**src/rtl/core/dur_pkg.sv**
```systemverilog
`default_nettype none

package dur_pkg;

  localparam int MAX_CHANNELS     = 2;
  localparam int NUM_CHANNELS_DEF = 2;

  localparam logic [7:0] TX_DONE_RESET = 8'd1;
  localparam logic [7:0] AGE_MAX       = 8'hFF;

  // command register fields
  localparam int         CR_TX_DIS_BIT = 3;
  localparam int         CR_TX_EN_BIT  = 2;
  localparam logic [3:0] CR_CTR_START  = 4'h8;
  localparam logic [3:0] CR_CTR_STOP   = 4'h9;

  // status / interrupt status bits
  localparam logic [7:0] ISR_TXRDY   = 8'h01;
  localparam logic [7:0] ISR_TX_BITS = 8'h03;
  localparam logic [7:0] ISR_CTR     = 8'h10;
  localparam logic [7:0] SR_TXRDY    = 8'h04;
  localparam logic [7:0] SR_TX_BITS  = 8'h0C;
  localparam int         IMR_TXRDY_BIT = 0;
  localparam int         IMR_CTR_BIT   = 4;

  typedef enum logic [1:0] {
    CMD_READ  = 2'd0,
    CMD_WRITE = 2'd1,
    CMD_TICK  = 2'd2,
    CMD_NONE  = 2'd3
  } cmd_e_t;

  typedef enum logic [2:0] {
    REG_MODE    = 3'd0,
    REG_CSR_SR  = 3'd1,
    REG_CMD     = 3'd2,
    REG_HOLD    = 3'd3,
    REG_AUX     = 3'd4,
    REG_IMR_ISR = 3'd5,
    REG_CTPU    = 3'd6,
    REG_CTPL    = 3'd7
  } reg_e_t;

  // request as seen by one channel
  typedef struct packed {
    logic       apply;
    logic       sel;
    cmd_e_t     cmd;
    reg_e_t     rsel;
    logic [7:0] wdata;
  } chan_op_t;

  // per-channel outcome of one request
  typedef struct packed {
    logic [7:0] rd;
    logic       irq_set;
    logic [7:0] tx_out;
  } chan_res_t;

endpackage

`default_nettype wire

```
**src/rtl/core/dur_channel.sv**
```systemverilog
`default_nettype none

module dur_channel (
  input  wire              clk,
  input  wire              rst,
  input  wire dur_pkg::chan_op_t op,
  input  wire  [7:0]       tx_done_ticks,
  output dur_pkg::chan_res_t res
);

  // clock select, aux control and the command byte itself are write-only
  // and never affect any output, so they are not stored.
  logic [7:0]  mode_one, mode_one_next;
  logic [7:0]  mode_two, mode_two_next;
  logic        mode_pointer, mode_pointer_next;
  logic [7:0]  tx_hold, tx_hold_next;
  logic [7:0]  int_mask, int_mask_next;
  logic [7:0]  preset_hi, preset_hi_next;
  logic [7:0]  preset_lo, preset_lo_next;
  logic [7:0]  status_reg, status_reg_next;
  logic [7:0]  int_status, int_status_next;
  logic        counter_running, counter_running_next;
  logic [15:0] counter_value, counter_value_next;
  logic [7:0]  tx_out, tx_out_next;
  logic [7:0]  tx_age, tx_age_next;

  always_comb begin
    logic [15:0] dec;
    logic [7:0]  age;
    logic [7:0]  rd;
    logic        irq_set;

    mode_one_next        = mode_one;
    mode_two_next        = mode_two;
    mode_pointer_next    = mode_pointer;
    tx_hold_next         = tx_hold;
    int_mask_next        = int_mask;
    preset_hi_next       = preset_hi;
    preset_lo_next       = preset_lo;
    status_reg_next      = status_reg;
    int_status_next      = int_status;
    counter_running_next = counter_running;
    counter_value_next   = counter_value;
    tx_out_next          = tx_out;
    tx_age_next          = tx_age;
    rd                   = '0;
    irq_set              = 1'b0;
    dec                  = counter_value - 16'd1;
    age                  = (tx_age == dur_pkg::AGE_MAX) ? tx_age : tx_age + 8'd1;

    if (op.apply) begin
      unique case (op.cmd)
        dur_pkg::CMD_READ: begin
          if (op.sel) begin
            unique case (op.rsel)
              dur_pkg::REG_MODE: begin
                if (!mode_pointer) begin
                  rd                = mode_one;
                  mode_pointer_next = 1'b1;
                end else begin
                  rd = mode_two;
                end
              end
              dur_pkg::REG_CSR_SR:  rd = status_reg;
              dur_pkg::REG_IMR_ISR: rd = int_status;
              default:              rd = '0;
            endcase
          end
        end
        dur_pkg::CMD_WRITE: begin
          if (op.sel) begin
            unique case (op.rsel)
              dur_pkg::REG_MODE: begin
                if (!mode_pointer) begin
                  mode_one_next     = op.wdata;
                  mode_pointer_next = 1'b1;
                end else begin
                  mode_two_next = op.wdata;
                end
              end
              dur_pkg::REG_CMD: begin
                if (op.wdata[dur_pkg::CR_TX_DIS_BIT]) begin
                  int_status_next = int_status_next & ~dur_pkg::ISR_TX_BITS;
                  status_reg_next = status_reg_next & ~dur_pkg::SR_TX_BITS;
                end
                if (op.wdata[dur_pkg::CR_TX_EN_BIT]) begin
                  int_status_next = int_status_next | dur_pkg::ISR_TX_BITS;
                  status_reg_next = status_reg_next | dur_pkg::SR_TX_BITS;
                end
                if (op.wdata[7:4] == dur_pkg::CR_CTR_START) begin
                  counter_value_next   = {preset_hi, preset_lo};
                  counter_running_next = 1'b1;
                end else if (op.wdata[7:4] == dur_pkg::CR_CTR_STOP) begin
                  int_status_next      = int_status_next & ~dur_pkg::ISR_CTR;
                  counter_running_next = 1'b0;
                end
              end
              dur_pkg::REG_HOLD: begin
                tx_hold_next    = op.wdata;
                int_status_next = int_status & ~dur_pkg::ISR_TXRDY;
                status_reg_next = status_reg & ~dur_pkg::SR_TXRDY;
                tx_age_next     = '0;
              end
              dur_pkg::REG_IMR_ISR: int_mask_next  = op.wdata;
              dur_pkg::REG_CTPU:    preset_hi_next = op.wdata;
              dur_pkg::REG_CTPL:    preset_lo_next = op.wdata;
              default: ;
            endcase
          end
        end
        dur_pkg::CMD_TICK: begin
          if (counter_running) begin
            if (dec == '0) begin
              counter_value_next = {preset_hi, preset_lo};
              if (int_mask[dur_pkg::IMR_CTR_BIT]) begin
                int_status_next = int_status_next | dur_pkg::ISR_CTR;
              end
            end else begin
              counter_value_next = dec;
            end
          end
          tx_age_next = age;
          // pending TxRDY with its mask bit raises the line instead of
          // completing another transmit
          if (int_status[0] && int_mask[dur_pkg::IMR_TXRDY_BIT]) begin
            irq_set = 1'b1;
          end else if (age >= tx_done_ticks) begin
            int_status_next = int_status_next | dur_pkg::ISR_TXRDY;
            status_reg_next = status_reg | dur_pkg::SR_TXRDY;
            tx_out_next     = tx_hold;
          end
        end
        dur_pkg::CMD_NONE: ;
      endcase
    end

    res.rd      = rd;
    res.irq_set = irq_set;
    res.tx_out  = tx_out_next;
  end

  always_ff @(posedge clk) begin
    if (rst) begin
      mode_one        <= '0;
      mode_two        <= '0;
      mode_pointer    <= 1'b0;
      tx_hold         <= '0;
      int_mask        <= '0;
      preset_hi       <= '0;
      preset_lo       <= '0;
      status_reg      <= '0;
      int_status      <= '0;
      counter_running <= 1'b0;
      counter_value   <= '0;
      tx_out          <= '0;
      tx_age          <= '0;
    end else begin
      mode_one        <= mode_one_next;
      mode_two        <= mode_two_next;
      mode_pointer    <= mode_pointer_next;
      tx_hold         <= tx_hold_next;
      int_mask        <= int_mask_next;
      preset_hi       <= preset_hi_next;
      preset_lo       <= preset_lo_next;
      status_reg      <= status_reg_next;
      int_status      <= int_status_next;
      counter_running <= counter_running_next;
      counter_value   <= counter_value_next;
      tx_out          <= tx_out_next;
      tx_age          <= tx_age_next;
    end
  end

endmodule

`default_nettype wire

```
**src/rtl/core/dual_uart_register_model_top.sv**
```systemverilog
// Dual UART register block with per-channel 16-bit counter/timer.
// Request channel: in_valid / in_stall carrying command (read, write, tick,
//   no-op), address (bit 0 channel, bits 3:1 register) and write_data.
//   A request is taken at a rising edge with in_valid high and in_stall low.
// Result channel: out_valid / out_stall carrying read_data, irq and the two
//   transmit output bytes, one result per request, in request order.
// Configuration: cfg_we / cfg_wdata write tx_done_ticks at once; write it
//   only while no request is in flight.
// Path: a request goes through the request register, then the register update
//   and the result register in one pass.
// Throughput: one request per cycle while out_stall is low, set by the single update pass.
// Stall: while out_stall holds a result, one further request is held in the
//   request register and in_stall rises; register state does not move until
//   that request is applied.
// Reset (rst, synchronous): all channel registers to their reset values,
//   command register reads as its reset code only implicitly (not readable),
//   tx_done_ticks to 1, the irq latch cleared, both pipeline stages emptied.
`default_nettype none

module dual_uart_register_model_top #(
  parameter int NUM_CHANNELS = dur_pkg::NUM_CHANNELS_DEF
) (
  input  wire        clk,
  input  wire        rst,
  input  wire        in_valid,
  output logic       in_stall,
  input  wire  [1:0] command,
  input  wire  [3:0] address,
  input  wire  [7:0] write_data,
  output logic       out_valid,
  input  wire        out_stall,
  output logic [7:0] read_data,
  output logic       irq,
  output logic [7:0] tx_byte_a,
  output logic [7:0] tx_byte_b,
  input  wire        cfg_we,
  input  wire  [7:0] cfg_wdata
);

  // request register
  logic       req_valid;
  logic [1:0] req_cmd;
  logic [3:0] req_addr;
  logic [7:0] req_wdata;

  logic [7:0] tx_done_ticks;
  logic       irq_latch;

  logic accept;
  logic advance;

  dur_pkg::chan_res_t ch_res [dur_pkg::MAX_CHANNELS];

  // the request is applied when the result register is free or draining
  assign advance  = req_valid && (!out_valid || !out_stall);
  assign in_stall = req_valid && out_valid && out_stall;
  assign accept   = in_valid && !in_stall;

  always_ff @(posedge clk) begin
    if (rst) begin
      req_valid <= 1'b0;
    end else if (accept) begin
      req_valid <= 1'b1;
    end else if (advance) begin
      req_valid <= 1'b0;
    end
  end

  always_ff @(posedge clk) begin
    if (accept) begin
      req_cmd   <= command;
      req_addr  <= address;
      req_wdata <= write_data;
    end
  end

  always_ff @(posedge clk) begin
    if (rst) begin
      tx_done_ticks <= dur_pkg::TX_DONE_RESET;
    end else if (cfg_we) begin
      tx_done_ticks <= cfg_wdata;
    end
  end

  // one channel per address bit 0 value; absent channels ignore accesses
  for (genvar c = 0; c < dur_pkg::MAX_CHANNELS; c++) begin : g_chan
    if (c < NUM_CHANNELS) begin : g_on
      dur_pkg::chan_op_t op;

      always_comb begin
        op.apply = advance;
        op.sel   = (req_addr[0] == 1'(c));
        op.cmd   = dur_pkg::cmd_e_t'(req_cmd);
        op.rsel  = dur_pkg::reg_e_t'(req_addr[3:1]);
        op.wdata = req_wdata;
      end

      dur_channel u_chan (
        .clk           (clk),
        .rst           (rst),
        .op            (op),
        .tx_done_ticks (tx_done_ticks),
        .res           (ch_res[c])
      );
    end else begin : g_off
      assign ch_res[c] = '0;
    end
  end

  logic irq_next;
  logic [7:0] rd_sel;

  always_comb begin
    irq_next = irq_latch;
    if (advance) begin
      for (int c = 0; c < dur_pkg::MAX_CHANNELS; c++) begin
        irq_next = irq_next | ch_res[c].irq_set;
      end
    end
    rd_sel = ch_res[req_addr[0]].rd;
  end

  always_ff @(posedge clk) begin
    if (rst) begin
      irq_latch <= 1'b0;
    end else begin
      irq_latch <= irq_next;
    end
  end

  // result register
  always_ff @(posedge clk) begin
    if (rst) begin
      out_valid <= 1'b0;
    end else if (advance) begin
      out_valid <= 1'b1;
    end else if (!out_stall) begin
      out_valid <= 1'b0;
    end
  end

  always_ff @(posedge clk) begin
    if (advance) begin
      read_data <= rd_sel;
      irq       <= irq_next;
      tx_byte_a <= ch_res[0].tx_out;
      tx_byte_b <= ch_res[1].tx_out;
    end
  end

endmodule

`default_nettype wire

```
**config.mk**
```make
export PLATFORM = sky130hd
export DESIGN_NAME = dual_uart_register_model_top
export DESIGN_NICKNAME = d
export VERILOG_FILES = /design/src/rtl/core/dur_pkg.sv /design/src/rtl/core/dur_channel.sv /design/src/rtl/core/dual_uart_register_model_top.sv
export SDC_FILE = /design/constraint.sdc
export NUM_CORES = 1
export LEC_CHECK = 0
export BUFFER_PORTS_ARGS = -buffer_cell sky130_fd_sc_hd__buf_2
export CAP_MARGIN = 10
export CORE_UTILIZATION = 27
export CTS_CLUSTER_SIZE = 20
export DETAILED_ROUTE_END_ITERATION = 12
export GPL_ROUTABILITY_DRIVEN = 0
export PLACE_DENSITY = 0.43
export SYNTH_ARGS = -nofsm -noshare
export SYNTH_HDL_FRONTEND = slang
export SYNTH_HIERARCHICAL = 1
export SYNTH_SLANG_ARGS = --single-unit
export TNS_END_PERCENT = 20
```
**constraint.sdc**
```tcl
create_clock -name clk -period 5.4 [get_ports clk]
set_clock_uncertainty 0.15 [all_clocks]
set_input_delay 0.27 -clock clk [delete_from_list [all_inputs] [get_ports clk]]
set_output_delay 0.27 -clock clk [all_outputs]
set_load 0.005 [all_outputs]
```
==> results.py <==
metrics = {
    "run_status": {
        "status": "finished, final reports clean",
    },
    "finish": {
        "largest_reg_flops": 32,
        "syn2layout_area_growth_pct": 17.8,
        "layout-drive-gt1-share": 0.143,
        "final_common_cell": "dfxtp_1",
        "nets": 1305,
        "most-common-layout-cells": "dfxtp_1, nor2_1, mux2i_1, nand2_1, a21oi_1",
        "diodes": 0,
        "fin_util": 0.326,
        "regMostFlops": "g_chan.g_on.u_chan/counter_value",
    },
    "placed_design": {
        "dp.final_hpwl_um": 19500,
        "port_buffers": 53,
    },
    "hold_path": {
        "worstHoldStart": "rst",
        "min_path_type": "in -> reg",
        "worstHoldPathCells": 2,
    },
    "grt": {
        "grt_usage": 0.148,
        "grt_pass1_vias": 8403,
        "grt_start_max_net_pins": 58,
        "global_route.overflow_total": 0,
        "antenna_found_initial": 1,
        "grt_pass1_wl_um": 48200,
    },
    "die": {
        "core_area_um2": 39100,
        "die-area_um2": 40900,
        "initial_utilization": 0.277,
        "die-width_um": 202,
        "ios": 54,
        "die_h_um": 202,
        "fp-row-count": 72,
    },
    "pwr": {
        "total_power_mw": 3.71,
        "p_per_area_nw_per_um2": 291,
        "irDropWorstVdd_uv": 217,
        "p_leak_nw": 4.50,
    },
    "worst_setup_path": {
        "setup.worst_path.class": "reg -> reg",
        "r2r_cells": 11,
        "crit_fanout": 8,
        "regToRegStartpoint": "g_chan[0].g_on.u_chan/tx_age[0]",
        "cp-startpoint": "g_chan[0].g_on.u_chan/tx_age[0]",
        "cp.required_ps": 5540,
        "path_cells": "ha_1 > and2_1 > nand4_1 > mux2_2 > ha_1 > a21o_1 > a21o_1 > a21oi_1 > o21ai_0 > nand4_1 > mux2_2",
        "crit_arrival_ps": 4000,
        "cp-end-kind": "flip-flop",
        "worst_setup_path_start_kind": "flip-flop",
        "cp_slowest_cell": "nand4_1",
        "slowest_delay_ps": 520,
    },
    "clocking": {
        "clkSinkCount": 212,
        "clkLatencyLatePin_ps": 550,
        "cts_tree": "yes",
        "cts_root_buf": "clkbuf_16",
        "clockBufferDepth": 3,
        "clk_pin_slew_ps": 60,
        "cts_made_buffers": 27,
        "cts_setup_buffers": 0,
        "ctsHtreeMaxLevel": 1,
    },
    "timing": {
        "finalSetupViolCount": 0,
        "holdWs_ps": 81.0,
        "max_freq_ghz": 0.259,
        "max_slew.worst_pin.slew_ps": 1040,
        "min_period_over_period": 0.714,
        "rsz0062_at_grt": "false",
        "finalSetupTns_ps": 0,
        "slew-limit-headroom": 0.303,
        "maxSlewViolCount": 0,
        "min_period_ps": 3860,
        "finalHoldViolCount": 0,
    },
    "logic_synthesis": {
        "synthesis.nets": 1241,
        "synth_cell_types": 91,
        "yosys_warnings": 6,
        "syn_area_per_cell_um2": 9.12,
        "ys_ff_latch": 212,
        "synth_ff_type": "dfxtp_1",
        "ys_seq_area_frac": 0.428,
        "synth-edff-count": 39,
        "synthArstFlopShare": 0,
        "netlist_area_um2": 10800,
        "syn-instance-count": 1186,
    },
    "detailed_routing": {
        "drt_wl_total_um": 30200,
        "viasPerCell": 4.87,
        "drtIter0Drc": 491,
        "drc": 0,
        "vias": 8718,
        "ant_nets": 0,
        "firstDrtPassIters": 4,
        "avgRoutedWirePerCell_um": 16.9,
    },
    "flow_run": {
        "cap_viol_max_count": 0,
    },
}
==> cell families (layout without fill, tap and decap cells) <==
group / Yosys count / after routing / synth area share
and+or+nand+nor: 465 / 465 / 0.212
muxes: 131 / 131 / 0.125
buffers and inverters: 115 / 200 / 0.0483
AOI/OAI and AO/OA: 220 / 220 / 0.141
xor gates and xnor gates: 15 / 15 / 0.0128
adders and majority gates: 28 / 28 / 0.0324
DFF: 212 / 212 / 0.428
==> critical path: cells and delay by family (launching register included) <==
kind	cells	cell delay (ps)
and+or+nand+nor	3	1030
muxes	2	830
AOI/OAI and AO/OA	4	690
adders and majority gates	2	490
DFF	1	410
==> layout make-up <==
cell class              count  area [um^2]
fillers                  4154        26400
multi-input cells         859         5660
well taps                 518          648
flip-flops and latches    212         4630
repair buffers            105          741
inverters                  45          169
clock inverters            14          109
clock buffers              36          781
==> where the power goes <==
group,switching [mW],internal (mW)
logic,0.165,0.0960
clock network,0.722,1.06
registers,0.0313,1.63
total,0.918,2.79
==> cell usage after synthesis, drive strengths merged (16+ instances only) <==
master	instances	area, um^2
nand2	94	355
nand3	50	250
o21ai	36	180
edfxtp	39	1170
a21oi	66	342
a31oi	19	119
and2	17	106
nor3	26	151
clkbuf	47	181
nor2	169	634
mux2i	100	1000
inv	44	165
ha	28	350
a22oi	18	135
nand4	16	100
dfxtp	173	3460
mux2	31	349
buf	23	173
==> path summary, 6_finish.rpt <==
path | endpoint | slack, ps
max reg2reg | tx_byte_a[0] | 1540
min reg2reg | g_chan[0].g_on.u_chan/tx_out[2] | 300
max | tx_byte_a[0] | 1540
min | out_valid | 80
==> per-layer routing <==
layer,part of all wire,vias up,global-route usage,wire (um)
met3,0.029,43,0.0219,876
met5,0,-,0,0
met2,0.47,110,0.244,14100
met4,0.020,0,0.0346,606
met1,0.49,4170,0.202,14600
li1,-,4395,-,-
==> metrics by stage <==
stage	worst slack, ps	cell area [um^2]	std cells
2_1_floorplan	2110	10800	1186
3_3_place_gp	1540	11500	1706
3_5_place_dp	1500	11500	1706
4_1_cts	1470	12700	1789
5_1_grt	1240	12700	1789
6_report	1540	12700	1789
==> what timing repair did <==
item / 4_1_cts / 5_1_grt
hold buffers: 33 / 0
endpoints found under the hold margin: 24 / 0
gates resized for setup: 0 / 0
No activity file was read; power rests on OpenSTA's default activity.
